$ cat src/rtl/core/gbc_pkg.sv
// Shared types and constants of the gyro bias calibration block.
`default_nettype none
package gbc_pkg;

  localparam int unsigned SAMPLE_BITS = 16;
  localparam int unsigned RATE_BITS   = 16;
  localparam int unsigned CFG_BITS    = 13;

  localparam logic CFG_CAL_CYCLES = 1'b0;
  localparam logic CFG_MOTION_THR = 1'b1;

  localparam logic [CFG_BITS-1:0] CAL_CYCLES_RST = 13'd1000;
  localparam logic [CFG_BITS-1:0] MOTION_THR_RST = 13'd32;

  localparam logic [1:0] LAST_AXIS = 2'd2;

  typedef struct packed {
    logic                          start_calibration;
    logic signed [SAMPLE_BITS-1:0] sample_x;
    logic signed [SAMPLE_BITS-1:0] sample_y;
    logic signed [SAMPLE_BITS-1:0] sample_z;
  } gbc_in_t;

  typedef struct packed {
    logic signed [RATE_BITS-1:0] rate_x;
    logic signed [RATE_BITS-1:0] rate_y;
    logic signed [RATE_BITS-1:0] rate_z;
    logic                        calibrating;
    logic                        cal_accepted;
    logic                        cal_rejected;
  } gbc_out_t;

  typedef enum logic [2:0] {
    MOP_TSQ = 3'd0,
    MOP_C1  = 3'd1,
    MOP_C2  = 3'd2,
    MOP_A   = 3'd3,
    MOP_B   = 3'd4
  } gbc_mop_e;

  typedef struct packed {
    logic       accept;
    logic       mul_load;
    logic       mul_step;
    gbc_mop_e   mul_op;
    logic       store_c;
    logic       cmp;
    logic       div_load;
    logic       div_step;
    logic       div_store;
    logic [1:0] axis;
    logic       finish;
    logic       reject;
  } gbc_cmd_t;

  typedef struct packed {
    logic finishing;
    logic check_en;
    logic moving;
  } gbc_status_t;

endpackage
`default_nettype wire

$ cat src/rtl/core/gbc_dp.sv
// Datapath of the gyro bias calibration block: sums, offsets, multiplier and divider.
`default_nettype none
module gbc_dp #(
  parameter int unsigned MAX_CAL_CYCLES = 4096
) (
  input  wire logic                      clk_i,
  input  wire logic                      rst_ni,
  input  wire gbc_pkg::gbc_in_t          in_i,
  input  wire logic                      cfg_we_i,
  input  wire logic                      cfg_idx_i,
  input  wire logic [gbc_pkg::CFG_BITS-1:0] cfg_data_i,
  input  wire gbc_pkg::gbc_cmd_t         cmd_i,
  output gbc_pkg::gbc_status_t           status_o,
  output gbc_pkg::gbc_out_t              out_o
);
  import gbc_pkg::*;

  localparam int unsigned CW    = $clog2(MAX_CAL_CYCLES + 1);
  localparam int unsigned SUM_W = SAMPLE_BITS + CW;
  localparam int unsigned SQ_W  = 2 * SAMPLE_BITS + CW;
  localparam int unsigned PW    = 2 * SUM_W + 1;
  localparam int unsigned DW    = SUM_W + 1;

  function automatic logic signed [RATE_BITS-1:0] sat_rate(logic signed [RATE_BITS:0] v);
    logic signed [RATE_BITS-1:0] r;
    if (v[RATE_BITS] != v[RATE_BITS-1]) begin
      r = v[RATE_BITS] ? {1'b1, {(RATE_BITS-1){1'b0}}} : {1'b0, {(RATE_BITS-1){1'b1}}};
    end else begin
      r = v[RATE_BITS-1:0];
    end
    return r;
  endfunction

  logic [CFG_BITS-1:0]          cal_cycles_q, thr_q;
  logic [CW-1:0]                cycles_left_q, run_len_q;
  logic signed [SUM_W-1:0]      sum_q [3];
  logic [SQ_W-1:0]              sq_q [3];
  logic signed [RATE_BITS-1:0]  off_q [3];
  logic                         moving_q;
  logic [PW-1:0]                acc_q, mcand_q, a_q, c_q;
  logic [SUM_W-1:0]             mplier_q;
  logic [CW:0]                  rem_q;
  logic [DW-1:0]                dq_q;
  logic                         neg_q;
  gbc_out_t                     out_q;

  logic signed [SAMPLE_BITS-1:0] smp [3];
  logic [CW-1:0]                 n_start, cl_eff;
  logic signed [SUM_W-1:0]       sum_nx [3];
  logic [SQ_W-1:0]               sq_nx [3];
  logic signed [2*SAMPLE_BITS-1:0] prod [3];
  logic signed [RATE_BITS-1:0]   rate [3];
  logic signed [SUM_W-1:0]       sum_sel;
  logic [SUM_W-1:0]              mag_sel;
  logic [PW-1:0]                 mul_a;
  logic [SUM_W-1:0]              mul_b;
  logic [PW:0]                   rhs;
  logic                          gt;
  logic signed [DW-1:0]          dvd;
  logic [CW:0]                   r2;
  logic                          ge;
  logic [DW-1:0]                 quo;
  logic                          in_cal;

  assign smp[0] = in_i.sample_x;
  assign smp[1] = in_i.sample_y;
  assign smp[2] = in_i.sample_z;

  always_comb begin
    if (cal_cycles_q < CFG_BITS'(2)) begin
      n_start = CW'(2);
    end else if (32'(cal_cycles_q) > 32'(MAX_CAL_CYCLES)) begin
      n_start = CW'(MAX_CAL_CYCLES);
    end else begin
      n_start = CW'(cal_cycles_q);
    end
    cl_eff = in_i.start_calibration ? n_start : cycles_left_q;
  end

  assign in_cal = (cl_eff != '0);

  for (genvar k = 0; k < 3; k++) begin : g_lane
    assign prod[k]   = smp[k] * smp[k];
    assign sum_nx[k] = (in_i.start_calibration ? '0 : sum_q[k]) + SUM_W'(smp[k]);
    assign sq_nx[k]  = (in_i.start_calibration ? '0 : sq_q[k])
                       + SQ_W'($unsigned(prod[k]));
    assign rate[k]   = sat_rate((RATE_BITS+1)'(smp[k]) - (RATE_BITS+1)'(off_q[k]));
  end

  assign sum_sel = sum_q[cmd_i.axis];
  assign mag_sel = sum_sel[SUM_W-1] ? $unsigned(-sum_sel) : $unsigned(sum_sel);

  always_comb begin
    case (cmd_i.mul_op)
      MOP_TSQ: begin
        mul_a = PW'(thr_q);
        mul_b = SUM_W'(thr_q);
      end
      MOP_C1: begin
        mul_a = acc_q;
        mul_b = SUM_W'(run_len_q);
      end
      MOP_C2: begin
        mul_a = acc_q;
        mul_b = SUM_W'(run_len_q - CW'(1));
      end
      MOP_A: begin
        mul_a = PW'(sq_q[cmd_i.axis]);
        mul_b = SUM_W'(run_len_q);
      end
      MOP_B: begin
        mul_a = PW'(mag_sel);
        mul_b = mag_sel;
      end
      default: begin
        mul_a = '0;
        mul_b = '0;
      end
    endcase
  end

  assign rhs = (PW+1)'(acc_q) + (PW+1)'(c_q);
  assign gt  = {1'b0, a_q} > rhs;

  assign dvd = DW'(sum_sel) + DW'(run_len_q >> 1);
  assign r2  = {rem_q[CW-1:0], dq_q[DW-1]};
  assign ge  = r2 >= {1'b0, run_len_q};
  assign quo = neg_q ? -dq_q : dq_q;

  assign status_o.finishing = in_cal && (cl_eff == CW'(1));
  assign status_o.check_en  = (thr_q != '0);
  assign status_o.moving    = moving_q | gt;

  always_ff @(posedge clk_i or negedge rst_ni) begin
    if (!rst_ni) begin
      cal_cycles_q  <= CAL_CYCLES_RST;
      thr_q         <= MOTION_THR_RST;
      cycles_left_q <= '0;
      run_len_q     <= '0;
      moving_q      <= 1'b0;
      for (int k = 0; k < 3; k++) begin
        sum_q[k] <= '0;
        sq_q[k]  <= '0;
        off_q[k] <= '0;
      end
    end else begin
      if (cfg_we_i) begin
        if (cfg_idx_i == CFG_CAL_CYCLES) begin
          cal_cycles_q <= cfg_data_i;
        end else if (cfg_idx_i == CFG_MOTION_THR) begin
          thr_q <= cfg_data_i;
        end
      end
      if (cmd_i.accept && in_cal) begin
        if (in_i.start_calibration) begin
          run_len_q <= n_start;
        end
        cycles_left_q <= cl_eff - CW'(1);
        moving_q      <= 1'b0;
        for (int k = 0; k < 3; k++) begin
          sum_q[k] <= sum_nx[k];
          sq_q[k]  <= sq_nx[k];
          off_q[k] <= '0;
        end
      end
      if (cmd_i.cmp && gt) begin
        moving_q <= 1'b1;
      end
      if (cmd_i.div_store) begin
        off_q[cmd_i.axis] <= RATE_BITS'(quo);
      end
      if (cmd_i.finish && cmd_i.reject) begin
        cycles_left_q <= run_len_q;
        for (int k = 0; k < 3; k++) begin
          sum_q[k] <= '0;
          sq_q[k]  <= '0;
        end
      end
    end
  end

  always_ff @(posedge clk_i) begin
    if (cmd_i.mul_load) begin
      acc_q    <= '0;
      mcand_q  <= mul_a;
      mplier_q <= mul_b;
      if (cmd_i.mul_op == MOP_B) begin
        a_q <= acc_q;
      end
      if (cmd_i.store_c) begin
        c_q <= acc_q;
      end
    end else if (cmd_i.mul_step) begin
      if (mplier_q[0]) begin
        acc_q <= acc_q + mcand_q;
      end
      mcand_q  <= mcand_q << 1;
      mplier_q <= mplier_q >> 1;
    end
    if (cmd_i.div_load) begin
      rem_q <= '0;
      neg_q <= dvd[DW-1];
      dq_q  <= dvd[DW-1] ? $unsigned(-dvd) : $unsigned(dvd);
    end else if (cmd_i.div_step) begin
      rem_q <= ge ? r2 - {1'b0, run_len_q} : r2;
      dq_q  <= {dq_q[DW-2:0], ge};
    end
    if (cmd_i.accept && !status_o.finishing) begin
      if (in_cal) begin
        out_q <= '{rate_x: '0, rate_y: '0, rate_z: '0, calibrating: 1'b1,
                   cal_accepted: 1'b0, cal_rejected: 1'b0};
      end else begin
        out_q <= '{rate_x: rate[0], rate_y: rate[1], rate_z: rate[2],
                   calibrating: 1'b0, cal_accepted: 1'b0, cal_rejected: 1'b0};
      end
    end else if (cmd_i.finish) begin
      out_q <= '{rate_x: '0, rate_y: '0, rate_z: '0, calibrating: 1'b1,
                 cal_accepted: !cmd_i.reject, cal_rejected: cmd_i.reject};
    end
  end

  assign out_o = out_q;

endmodule
`default_nettype wire

$ cat src/rtl/core/gbc_ctrl.sv
// Controller of the gyro bias calibration block: handshakes and the end-of-run sequence.
`default_nettype none
module gbc_ctrl #(
  parameter int unsigned MAX_CAL_CYCLES = 4096
) (
  input  wire logic                 clk_i,
  input  wire logic                 rst_ni,
  input  wire logic                 in_valid_i,
  output logic                      in_ready_o,
  output logic                      out_valid_o,
  input  wire logic                 out_ready_i,
  input  wire gbc_pkg::gbc_status_t status_i,
  output gbc_pkg::gbc_cmd_t         cmd_o
);
  import gbc_pkg::*;

  localparam int unsigned CW        = $clog2(MAX_CAL_CYCLES + 1);
  localparam int unsigned MUL_STEPS = SAMPLE_BITS + CW;
  localparam int unsigned DIV_STEPS = MUL_STEPS + 1;
  localparam int unsigned IW        = $clog2(DIV_STEPS);

  typedef enum logic [7:0] {
    S_IDLE   = 8'b0000_0001,
    S_MLOAD  = 8'b0000_0010,
    S_MRUN   = 8'b0000_0100,
    S_CMP    = 8'b0000_1000,
    S_DLOAD  = 8'b0001_0000,
    S_DRUN   = 8'b0010_0000,
    S_DSTORE = 8'b0100_0000,
    S_FINISH = 8'b1000_0000
  } gbc_state_e;

  gbc_state_e state_q, state_d;
  gbc_mop_e   mop_q, mop_d;
  logic [1:0] axis_q, axis_d;
  logic [IW-1:0] iter_q, iter_d;
  logic       reject_q, reject_d;
  logic       out_valid_q, out_valid_d;
  logic       accept, load_out;

  assign in_ready_o  = (state_q == S_IDLE) && (!out_valid_q || out_ready_i);
  assign accept      = in_valid_i && in_ready_o;
  assign out_valid_o = out_valid_q;

  always_comb begin
    state_d  = state_q;
    mop_d    = mop_q;
    axis_d   = axis_q;
    iter_d   = iter_q;
    reject_d = reject_q;
    load_out = 1'b0;
    cmd_o          = '0;
    cmd_o.mul_op   = mop_q;
    cmd_o.axis     = axis_q;
    cmd_o.reject   = reject_q;
    case (state_q)
      S_IDLE: begin
        if (accept) begin
          cmd_o.accept = 1'b1;
          if (status_i.finishing) begin
            axis_d   = '0;
            reject_d = 1'b0;
            if (status_i.check_en) begin
              mop_d   = MOP_TSQ;
              state_d = S_MLOAD;
            end else begin
              state_d = S_DLOAD;
            end
          end else begin
            load_out = 1'b1;
          end
        end
      end
      S_MLOAD: begin
        cmd_o.mul_load = 1'b1;
        cmd_o.store_c  = (mop_q == MOP_A) && (axis_q == '0);
        iter_d         = '0;
        state_d        = S_MRUN;
      end
      S_MRUN: begin
        cmd_o.mul_step = 1'b1;
        iter_d         = iter_q + IW'(1);
        if (iter_q == IW'(MUL_STEPS - 1)) begin
          state_d = S_MLOAD;
          case (mop_q)
            MOP_TSQ: mop_d = MOP_C1;
            MOP_C1:  mop_d = MOP_C2;
            MOP_C2:  mop_d = MOP_A;
            MOP_A:   mop_d = MOP_B;
            default: state_d = S_CMP;
          endcase
        end
      end
      S_CMP: begin
        cmd_o.cmp = 1'b1;
        if (axis_q == LAST_AXIS) begin
          axis_d = '0;
          if (status_i.moving) begin
            reject_d = 1'b1;
            state_d  = S_FINISH;
          end else begin
            state_d = S_DLOAD;
          end
        end else begin
          axis_d  = axis_q + 2'd1;
          mop_d   = MOP_A;
          state_d = S_MLOAD;
        end
      end
      S_DLOAD: begin
        cmd_o.div_load = 1'b1;
        iter_d         = '0;
        state_d        = S_DRUN;
      end
      S_DRUN: begin
        cmd_o.div_step = 1'b1;
        iter_d         = iter_q + IW'(1);
        if (iter_q == IW'(DIV_STEPS - 1)) begin
          state_d = S_DSTORE;
        end
      end
      S_DSTORE: begin
        cmd_o.div_store = 1'b1;
        if (axis_q == LAST_AXIS) begin
          state_d = S_FINISH;
        end else begin
          axis_d  = axis_q + 2'd1;
          state_d = S_DLOAD;
        end
      end
      S_FINISH: begin
        cmd_o.finish = 1'b1;
        load_out     = 1'b1;
        state_d      = S_IDLE;
      end
      default: begin
        state_d = S_IDLE;
      end
    endcase
    out_valid_d = (out_valid_q && !out_ready_i) || load_out;
  end

  always_ff @(posedge clk_i or negedge rst_ni) begin
    if (!rst_ni) begin
      state_q     <= S_IDLE;
      mop_q       <= MOP_TSQ;
      axis_q      <= '0;
      iter_q      <= '0;
      reject_q    <= 1'b0;
      out_valid_q <= 1'b0;
    end else begin
      state_q     <= state_d;
      mop_q       <= mop_d;
      axis_q      <= axis_d;
      iter_q      <= iter_d;
      reject_q    <= reject_d;
      out_valid_q <= out_valid_d;
    end
  end

endmodule
`default_nettype wire

$ cat src/rtl/core/gyro_bias_calibration_motion_check_core.sv
// Top level of the gyro bias calibration block with motion check.
// An ordinary request's result is registered, and one request per cycle is taken while the
// result is collected. The request that ends a calibration run starts the end-of-run
// sequence in a shared shift-and-add multiplier and a restoring divider, one bit per
// cycle; with the motion check disabled only the divider runs. A run rejected by the
// motion check skips the divider. No request is taken until the sequence ends.
`default_nettype none
module gyro_bias_calibration_motion_check_core #(
  parameter int unsigned MAX_CAL_CYCLES = 4096
) (
  input  wire logic                         clk_i,
  input  wire logic                         rst_ni,
  input  wire logic                         in_valid_i,
  output logic                              in_ready_o,
  input  wire gbc_pkg::gbc_in_t             in_i,
  output logic                              out_valid_o,
  input  wire logic                         out_ready_i,
  output gbc_pkg::gbc_out_t                 out_o,
  input  wire logic                         cfg_we_i,
  input  wire logic                         cfg_idx_i,
  input  wire logic [gbc_pkg::CFG_BITS-1:0] cfg_data_i
);
  import gbc_pkg::*;

  gbc_cmd_t    cmd;
  gbc_status_t status;

  gbc_ctrl #(
    .MAX_CAL_CYCLES(MAX_CAL_CYCLES)
  ) u_ctrl (
    .clk_i      (clk_i),
    .rst_ni     (rst_ni),
    .in_valid_i (in_valid_i),
    .in_ready_o (in_ready_o),
    .out_valid_o(out_valid_o),
    .out_ready_i(out_ready_i),
    .status_i   (status),
    .cmd_o      (cmd)
  );

  gbc_dp #(
    .MAX_CAL_CYCLES(MAX_CAL_CYCLES)
  ) u_dp (
    .clk_i     (clk_i),
    .rst_ni    (rst_ni),
    .in_i      (in_i),
    .cfg_we_i  (cfg_we_i),
    .cfg_idx_i (cfg_idx_i),
    .cfg_data_i(cfg_data_i),
    .cmd_i     (cmd),
    .status_o  (status),
    .out_o     (out_o)
  );

endmodule
`default_nettype wire

$ cat config.mk
export PLATFORM = sky130hd
export DESIGN_NAME = gyro_bias_calibration_motion_check_core
export DESIGN_NICKNAME = d
export VERILOG_FILES = /design/src/rtl/core/gbc_pkg.sv /design/src/rtl/core/gbc_dp.sv /design/src/rtl/core/gbc_ctrl.sv /design/src/rtl/core/gyro_bias_calibration_motion_check_core.sv
export SDC_FILE = /design/constraint.sdc
export NUM_CORES = 2
export LEC_CHECK = 0
export BUFFER_PORTS_ARGS = -buffer_cell sky130_fd_sc_hd__buf_2
export CORE_MARGIN = 2
export CORE_UTILIZATION = 50
export DETAILED_ROUTE_END_ITERATION = 7
export GPL_TIMING_DRIVEN = 0
export PLACE_DENSITY = 0.77
export SLEW_MARGIN = 20
export SYNTH_ARGS = -nofsm -noshare
export SYNTH_HDL_FRONTEND = slang
export SYNTH_SLANG_ARGS = --single-unit
$ cat constraint.sdc
create_clock -name clk_i -period 6.4 [get_ports clk_i]
set_input_delay 1.28 -clock clk_i [delete_from_list [all_inputs] [get_ports clk_i]]
set_output_delay 1.28 -clock clk_i [all_outputs]
set_load 0.1 [all_outputs]
==> summary.md <==
| Metric | Value |
|---|---|
| Outcome | complete, but fails checks |
| Violated checks | setup timing |
| Setup violations, final | 98 |
| WL final | 263 mm |
| Fillcell total | 12700 |
| Multi-input logic area | 57900 um2 |
| Drt first pass iters | 7 |
| Worst setup EP type | flip-flop |
| Vias | 69600 |
| Rows | 145 |
| Die area | 160000 um2 |
| Wire length of the first global-routing pass | 397 mm |
| DRC Markers | 0 |
| Die span in y | 400 um |
| Netlist cell types | 101 |
| Most common cell on crit path | fa_1 |
| Final hold slack | 0.434 ns |
| Min Tclk post-route | 8.42 ns |
| Clock tree buffer depth | 3 |
| Layout Skew | 0.0397 ns |
| Syn nets | 10300 |
| CTS tree | done |
| Reg2Reg Launch Point | u_dp.acc_q[1] |
| Register area share after synthesis | 23.8% |
| H-tree Lvls | 3 |
| Pre-CTS setup slack | -4.06 ns |
| Largest net degree at the start of global routing | 91 |
| Detail-routed via count per cell | 6.06 |
| CTS sink count | 703 |
| Worst Reg-to-Reg Cells | 26 |
| Mean Syn Cell Area | 8.90 um2 |
| Post-synth EDFFs | 288 |
| Vias in the first global route | 69900 |
| Final WS setup | -2.02 ns |
| HPWL after DPL | 196 mm |
| Initial Utilization | 50.3% |
| Commonest non-fill, non-tap cell in the layout | inv_1 |
| CP Launch Point | in_i[35] |
| Inserted Clock Buffers | 80 |
| Post-synth top flop | dfrtp_1 |
| RSZ-0062 raised after global routing | true |
| Type of element launching the critical path | input pin |
| Clock transition at path regs | 0.07 ns |
| Part of the cycle the worst path needs | 132% |
| Synthesized instance count | 8827 |
| Hold crit path type | input pin to async pin |
| Asr flop ratio synth | 48.8% |
| Crit path DAT | 9.06 ns |
| P&R area growth vs syn | 18.7% |
| Core area | 156000 um2 |
| Cell at the slowest stage of the critical path | fa_2 |
| Most frequent cells in the layout | inv_1, nand2_1, fa_1, ha_1, o21ai_0 |
| Hold Fails Final Rpt | 0 |
| Initial antenna violation count | 6 |
| Port bufs | 120 |
| Synthesis Warnings | 0 |
| CP Class | input pin to flip-flop |
| Mapped cell area | 78500 um2 |
| Slowest stage delay, CP | 0.57 ns |
| Grt ovf | 0 |
| Flops & latches, synth | 703 |
| Routability cong. | 0.999 |
| Fmax | 119 MHz |
| Final slew viol count | 0 |
| FF+latch area | 18700 um2 |
| DRT antenna net count | 0 |
| Avg WL per Cell | 22.9 um |
| Fin nets | 10900 |
| Clk_lat worst skew | 0.72 ns |
| Share of cells above drive strength 1 | 15.3% |
| Reg-to-reg critical path endpoint | u_ctrl.state_q[4] |
| Starting DRC count in detailed routing | 6927 |
| Largest fanout on the critical path | 7 |
| Max_cap viols | 0 |
| Clock Root Buffer | clkbuf_16 |
| R2R Setup Slk | -0.06 ns |
| Critical Path RT | 7.04 ns |
| Overall Global Routing Usage | 31.6% |
| Count of hold-fix buffers inserted at cts | 0 |
| Die X | 400 um |
| Boundary Pins | 121 |
| Fin area | 93200 um2 |
| Slew Limit Headroom | 14.4% |
| Cell Area, Placed | 83500 um2 |
| Setup TNS | -133.65 ns |
| Slew @ Worst Pin | 1.28 ns |
[through the flow]
step                instances  util [%]
floorplan                8827         -
global placement        11000      53.3
detailed placement      11000      53.5
CTS                     11400      58.4
global route            11500      59.7
finish                  11500      59.7
[area by class of cell]
class | count | area share (%)
Multi-Input combinational cell | 6606 | 62.1
Sequential cell | 703 | 20.0
Inverter | 1198 | 4.94
Timing Repair Buffer | 472 | 4.67
Tap cell | 2058 | 2.76
Buffer | 306 | 2.46
Clock buffer | 105 | 2.46
Clock inverter | 44 | 0.521
Antenna cell | 3 | 0.00805
[per-layer routing]
metal  wire (um)  part of all wire (%)  GRT usage, %  vias up
li1            -                     -             -    31200
met1      102000                    39          40.5    34000
met2      117000                    44          49.2     3551
met3       25700                   9.8          6.89      904
met4       18400                   7.0          18.8        4
met5         113                 0.043         0.446        -
[registers in the layout, summed over array words and instances, names as in the netlist, 29 cells and up]
signal	flops
u_dp.sq_q	135
u_dp.mplier_q	29
u_dp.acc_q	59
u_dp.mcand_q	59
u_dp.sum_q	87
u_dp.out_o	51
u_dp.a_q	59
u_dp.off_q	48
u_dp.c_q	59
u_dp.dq_q	30
[worst max-delay path, delay by kind of cell]
kind / cells / cell delay, ns
compound gates: 7 / 1.97
buf+inv: 6 / 0.63
fa+ha+maj: 8 / 3.56
simple gates: 7 / 1.25
xor+xnor: 1 / 0.36
[Yosys cell counts (214+ instances only)]
| cell | count | share of area (%) |
|---|---|---|
| inv_1 | 1194 | 5.7 |
| nand2_1 | 819 | 3.9 |
| fa_1 | 721 | 18 |
| ha_1 | 708 | 11 |
| o21ai_0 | 643 | 4.1 |
| a21oi_1 | 555 | 3.5 |
| nor2_1 | 412 | 2.0 |
| nand3_1 | 345 | 2.2 |
| dfrtp_1 | 335 | 11 |
| xnor2_1 | 306 | 3.4 |
| edfxtp_1 | 288 | 11 |
| clkbuf_1 | 277 | 1.3 |
| a21o_1 | 249 | 2.4 |
| nor2b_1 | 243 | 1.9 |
| xor2_1 | 214 | 2.4 |
[cell families after synthesis]
group / after synthesis / synth area share [%]
adder cells (fa/ha/maj): 1429 / 29.7
flip-flops: 703 / 23.8
AND/OR/NAND/NOR: 2415 / 14.9
AO/OA/AOI/OAI: 2113 / 16.8
multiplexers: 129 / 1.70
buffers and inverters: 1518 / 7.34
XOR/XNOR: 520 / 5.80
[timing repair]
item	CTS	global route
gates cloned	2	3
buffers inserted	226	126
gates resized for setup	645	329
pin swaps	267	321
endpoints found under the setup margin	157	127
[worst max path at each step]
| stage | cells past startpoint | end |
|---|---|---|
| finish | 29 | u_dp.sq_q[133] |
| global route | 33 | u_dp.sq_q[133] |
| floorplan | 36 | u_dp.sq_q[84] |
| global placement | 37 | u_dp.sq_q[84] |
| CTS | 37 | u_dp.sq_q[84] |
| detailed placement | 37 | u_dp.sq_q[84] |
Power is not shown: default switching activity piles up to over one toggle a cycle in this logic, so the estimate is an artifact.
